==> src/swm_pkg.sv <==
package swm_pkg;

  localparam int MAX_WINDOW_DEF = 64;
  localparam int SAMPLE_W       = 32;
  localparam int WINDOW_LEN_W   = 7;
  localparam int APB_ADDR_W     = 3;
  localparam int APB_DATA_W     = 32;

  localparam logic [APB_ADDR_W-1:0]   ADDR_WINDOW_LEN  = 3'd0;
  localparam logic [WINDOW_LEN_W-1:0] WINDOW_LEN_RESET = 7'd1;

  typedef logic [SAMPLE_W-1:0] sample_t;

  // operation applied to the whole cell row in the same cycle
  typedef struct packed {
    logic clear;
    logic shift;
    logic append;
  } swm_ctrl_t;

endpackage

==> src/swm_cell.sv <==
module swm_cell import swm_pkg::*; #(
  parameter int PW = 7
) (
  input  logic          clk,
  input  logic          rst,
  input  swm_ctrl_t     ctrl,
  input  sample_t       sample,
  input  logic [PW-1:0] position,
  input  logic          prev_kept,
  input  logic          up_valid,
  input  sample_t       up_value,
  input  logic [PW-1:0] up_pos,
  output logic          valid,
  output sample_t       value,
  output logic [PW-1:0] pos,
  output logic          kept
);

  // entries not below the new sample leave the back of the queue
  assign kept = valid && (value < sample);

  always_ff @(posedge clk) begin
    if (rst) begin
      valid <= 1'b0;
    end else if (ctrl.clear) begin
      valid <= 1'b0;
    end else if (ctrl.shift) begin
      valid <= up_valid;
    end else if (ctrl.append && !kept) begin
      valid <= prev_kept;
    end
  end

  always_ff @(posedge clk) begin
    if (ctrl.shift) begin
      value <= up_value;
      pos   <= up_pos;
    end else if (ctrl.append && !kept && prev_kept) begin
      value <= sample;
      pos   <= position;
    end
  end

endmodule

==> config.mk <==
export PLATFORM = sky130hd
export DESIGN_NAME = swm_cell
export DESIGN_NICKNAME = d
export VERILOG_FILES = /design/src/swm_pkg.sv /design/src/swm_cell.sv
export SDC_FILE = /design/constraint.sdc
export NUM_CORES = 1
export LEC_CHECK = 0
export BUFFER_PORTS_ARGS = -buffer_cell sky130_fd_sc_hd__buf_2
export CAP_MARGIN = 10
export CORE_MARGIN = 1
export CORE_UTILIZATION = 33
export CTS_BUF_LIST = sky130_fd_sc_hd__clkbuf_8
export DETAILED_ROUTE_END_ITERATION = 8
export HOLD_SLACK_MARGIN = 0.08
export PLACE_DENSITY = 0.7
export SLEW_MARGIN = 20
export SYNTH_ARGS = -nofsm -noshare
export SYNTH_HDL_FRONTEND = slang
export SYNTH_SLANG_ARGS = --single-unit
==> constraint.sdc <==
create_clock -name clk -period 6.35 [get_ports clk]
set_clock_uncertainty 0.15 [all_clocks]
set_input_delay 1.27 -clock clk [delete_from_list [all_inputs] [get_ports clk]]
set_output_delay 1.27 -clock clk [all_outputs]
set_load 0.1 [all_outputs]
== After elaboration in Yosys (flattened, before gate mapping) ==
Cells that the tools add are included.
Widths: inputs -> output; s select.

* Bits in registers: 40
* Output and inout bits: 41
* Input bits: 85

* Reduce and logical (&&, ||, !) cells: 7
* Magnitude comparators: 1
* Muxes and demuxes: 6

{| class="wikitable"
|+ Operators with widths
! operator !! number
|-
| $mux 32 || 2
|-
| $lt 32x32->1 || 1
|-
| $mux 7 || 2
|-
| $reduce_bool 2->1 || 2
|-
| $logic_and 1x1->1 || 3
|-
| $mux 1 || 2
|-
| $reduce_or 2->1 || 1
|-
| $logic_not 1->1 || 1
|}

== Longest topological paths before layout ==
* Depth after elaboration: 7
* Gate-level depth with buffers: 8
* Gate-level depth less buffers: 8

== Worst setup path after synthesis ==
No wires, ideal clock.

* Path type: input port to flip-flop
* From: input sample[30]
* To: register pos[0] (enable)
* Path slack: 0.242 ns
* Arrival: 5.373 ns
* Stages: 8
* Cell sequence: inv_1 > ha_1 > nand4_1 > nor3_1 > a221o_1 > or3_4 > a21oi_1 > o21bai_1

* Longest elaborated chain between the ends: 6

{| class="wikitable"
|+ RTL lines
! what !! line !! text
|-
| start: declaration || swm_cell.sv:7 || <nowiki>input sample_t sample,</nowiki>
|-
| $lt 32x32->1 || swm_cell.sv:20 || <nowiki>assign kept = valid && (value < sample);</nowiki>
|-
| $logic_and 1x1->1 || swm_cell.sv:20 ||
|-
| net kept || swm_cell.sv:16 || <nowiki>output logic kept</nowiki>
|-
| $logic_not 1->1 || swm_cell.sv:38 || <nowiki>end else if (ctrl.append && !kept && prev_kept) begin</nowiki>
|-
| $logic_and 1x1->1 (2 in series) || swm_cell.sv:38 ||
|-
| $reduce_bool 2->1 (no line) || - ||
|-
| end signal: assignment || swm_cell.sv:37 || <nowiki>pos <= up_pos;</nowiki>
|-
| end signal: assignment || swm_cell.sv:40 || <nowiki>pos <= position;</nowiki>
|-
| end: declaration || swm_cell.sv:15 || <nowiki>output logic [PW-1:0] pos,</nowiki>
|}

The timed path passes the listed nets, and every way through them passes these cells.
A chain may end at the register's enable or synchronous reset.

== Worst setup path after layout ==
* From: input sample[19]
* To: output kept

* Longest elaborated chain between the ends: 2

{| class="wikitable"
|+ RTL lines
! what !! line
|-
| $lt 32x32->1 || swm_cell.sv:20
|-
| $logic_and 1x1->1 || swm_cell.sv:20
|-
| end: declaration || swm_cell.sv:16
|}

No other way between the ends.

==> impl.org <==
** Logic synthesis
- Dominant register cell in the synthesized netlist :: edfxtp_1
- Yosys warning total :: 0
- Async SR Flop Fraction :: 0%
- Cell type with the highest aggregate area in the netlist :: edfxtp_1
- After synthesis the netlist holds a flip-flop and latch count of 40.
- Gate count after technology mapping :: 239
- Biggest area contributors in the synthesized netlist :: edfxtp_1 (48%), ha_1 (16%), o21ai_0 (7.0%), nand2_1 (5.8%), inv_1 (4.8%)
- Synthesis instantiated 29 different standard cells from the library.
- Post-synthesis instance area :: roughly 0.0024 mm²
- Area fraction of the dominant cell type after synthesis :: 48.0%
- In this run the mean area of a mapped cell was slightly above 10 µm².
- Number of enable-type register cells in the synthesized netlist :: 39
- Sequential fraction of the synthesis area :: between 40 and 50%
- When the netlist entered floorplanning its net count stood at 355.

** GRT
- Total congestion overflow after global routing :: 0
- Total routing resource utilization after global routing :: 14.7%
- Maximum number of pins on one net before global-route repair :: 40
- The number of global-route vias before repair is 1972.
- Initial antenna violation count :: 0
- The first global-routing pass estimated 8.68 mm of wire.

** Die
- Number of placement rows :: 30
- In this run the vertical extent of the chip is 88.0 µm.
- The core region is roughly 0.007 mm².
- The initial utilization of the core area, before any placement, comes to 35.0%.
- The die covers roughly 0.0077 mm².
- Die Width :: 88.0 µm
- Number of top-level pins :: around 130

** Routing
- Across all layers, the routed design uses 2176 vias.
- Detailed router's first-iteration violation count :: between 80 and 90
- The final layout contains routed wiring with a total length of 5.74 mm.
- In this run the remaining antenna-violating nets after routing total 0.
- The pre-antenna-repair detailed-routing pass consisted of 5 iterations.
- Routed length per placed instance :: about 12 µm
- For this run, design rule violations remaining after detail routing come to 0.
- In the routed layout, each cell is associated on average with a via count of 4.71.

** Placed design
- Area after detailed placement :: 0.00320 mm²
- Post-placement worst setup slack :: 1500 ps
- Post-detail-place hpwl :: 4.60 mm
- Total of buffers placed on input and output ports :: around 130
- Routability-driven placement finished with a final weighted congestion of 0.799.
- Dpl cells :: 454

** Clocking
- After clock tree synthesis, the clock-pin slew on the worst setup and hold paths is approximately 80 ps.
- Clock network latency to the later pin of the worst-skew pair :: 290 ps
- Post-CTS repair changed the size of 0 cells.
- Cell at the root of the clock tree :: clkbuf_8
- Buffers inserted to repair hold after CTS numbered 0.
- Clock Path Buffers :: 2
- Number of sinks handled by clock tree synthesis :: 40
- TritonCTS Buffers :: 5
- # H-tree levels :: 2
- Clock tree from TritonCTS :: built
- Once the clock tree was built, the setup fixing pass inserted 0 buffers.

** Setup path
- STA classifies the critical path startpoint as an input pin.
- Maximum fanout along the worst path :: 3
- Worst setup slack for register-to-register paths :: between 3000 and 4000 ps
- At the worst endpoint, the required time is 4930 ps.
- For the worst setup path, the data arrival time is 3460 ps.
- Category of the worst setup path capture point :: output pin
- Crit Path Category :: in2out
- The startpoint identified for the worst register-to-register timing path is value[7]$_DFFE_PP_.
- Logic depth of the worst register-to-register path :: 7
- Worst reg2reg path endpoint :: value[19]$_DFFE_PP_

** Layout
- In the final layout, the share of cells above drive strength 1 is 39.6%.
- Final cell count without fillers :: 462
- The final layout contains roughly 480 nets.
- After routing the design area is 0.00330 mm².
- At the end of the flow the core is filled with cells to 47.3%.
- Number of diodes :: 0
- Compared with the post-synthesis result, the final layout area differs by 35.3%.
- Total of fill cells in the finished design :: 687

** STA
- The worst path uses slightly below 80% of the clock period.
- Hold timing on the final database bottoms out at a slack of 493 ps.
- The final-report max-slew violation count was 0.
- Maximum clock frequency :: 205 MHz
- TNS Setup :: 0 ps
- Setup repair after global routing left no endpoint under its margin.
- Worst slew slack as a fraction of its limit :: 57.6%
- Hold Vio Cnt, Final :: 0
- Minimum clock period :: 4880 ps
- For the pin with the worst max-slew slack, the measured transition is 631 ps.
- Setup violations remaining at the end of the flow were counted as 0.
- Across all setup checks in the final design, the least slack found is 1470 ps.

** Run status
- The run finished with clean final reports.

** Power
- PnR Total Power :: 0.837 mW
- Maximum ir drop on the vdd rail :: about 0.091 mV
- Ratio of total power to cell area :: 253 mW/mm²
- Leakage power :: between 1.5 and 2 nW

** Worst hold path
- The worst hold path terminates at valid$_SDFFE_PP0P_.
- In this run the most critical hold path is launched from valid$_SDFFE_PP0P_.
- Hold Path Depth :: 3
- Worst min-delay path category :: reg2reg

** Flow run
- MaxCap Viol Count :: 0
==> report_power, final <==
part,internal (mW),leakage [nW],switching [mW]
Clock,0.115,0.0593,0.0911
Sequential,0.318,0.402,0.0108
Combinational,0.0705,1.19,0.232
Total,0.503,1.65,0.334
==> cell families (layout without fill, tap and decap cells) <==
logic type               after synthesis  in the layout  synth area share, %
buffers and inverters                 39            166                 5.99
flip-flops                            40             40                 48.8
multiplexers                           9              9                 4.10
AND/OR/NAND/NOR                       61             61                 11.2
AO/OA/AOI/OAI                         59             59                 14.1
adder cells (fa/ha/maj)               31             31                 15.9
==> cells in the final DEF, fill, tap and decap left out <==
| cell type | instances |
|---|---|
| buf_2 | 125 |
| edfxtp_1 | 39 |
| nand2_1 | 38 |
| o21ai_0 | 34 |
| inv_1 | 32 |
| ha_1 | 31 |
| a21oi_1 | 13 |
| mux2_2 | 8 |
| nand4_1 | 6 |
| nand3_1 | 6 |
| clkbuf_8 | 5 |
| nor2_1 | 3 |
| a21o_1 | 3 |
| nor3_1 | 3 |
| nand2b_1 | 2 |
| a211o_1 | 1 |
| a31oi_1 | 1 |
| o311a_1 | 1 |
| o41ai_2 | 1 |
| nor4_1 | 1 |
| a211oi_1 | 1 |
| a221o_1 | 1 |
| or3_4 | 1 |
| o21bai_4 | 1 |
| a2111o_1 | 1 |
| mux2i_1 | 1 |
| and2_1 | 1 |
| a221oi_1 | 1 |
| clkinv_2 | 1 |
| bufinv_16 | 1 |
| buf_12 | 1 |
| buf_4 | 1 |
| dfxtp_1 | 1 |
==> registers in the layout, summed over array words and instances, names as in the netlist <==
register and flops:
valid 1, pos 7, value 32
==> worst max-delay path: stages <==
cell and delay (ps):
buf_2 70, inv_1 40, ha_1 310, a21oi_1 130, o21ai_0 140, a221o_1 310, or3_4 340, a21oi_1 330
buf_2 500
==> cells in the mapped netlist (2+ instances only) <==
cell and n:
inv_1 31, mux2_2 8, ha_1 31, clkbuf_1 5, nand3_1 6, nor3_1 3, o21ai_0 34, nand4_1 6
nor2_1 3, a21o_1 3, nand2b_1 2, a21oi_1 13, nand2_1 38, edfxtp_1 39, buf_1 3
==> cell type report <==
type | count | area (µm²) | share of cell area (%)
Sequential cell | 40 | 1190 | 36.0
Multi-Input combinational cell | 160 | 1120 | 33.8
Timing Repair Buffer | 127 | 653 | 19.8
Tap cell | 96 | 120 | 3.63
Inverter | 31 | 116 | 3.52
Clock buffer | 5 | 68.8 | 2.08
Clock inverter | 3 | 38.8 | 1.17
==> worst max path at each step <==
| stage | from | end | slack (ps) | cells past startpoint |
|---|---|---|---|---|
| 2_1_floorplan | sample[30] | pos[0]$_DFFE_PP_ | 240 | 8 |
| 4_1_cts | sample[19] | kept | 1470 | 9 |
| 3_3_place_gp | sample[17] | kept | 1570 | 9 |
| 5_1_grt | sample[19] | kept | 1370 | 9 |
| 3_5_place_dp | sample[19] | kept | 1500 | 9 |
| 6_report | sample[19] | kept | 1470 | 9 |
==> per-layer routing <==
metal | wire (µm) | GRT usage, % | up-vias
met4 | 17 | 3.52 | 0
met1 | 2530 | 18.0 | 982
met5 | 0 | 0 | -
met3 | 349 | 3.49 | 2
li1 | - | - | 1108
met2 | 2840 | 26.3 | 84
Power figures use the tool's default switching activity.
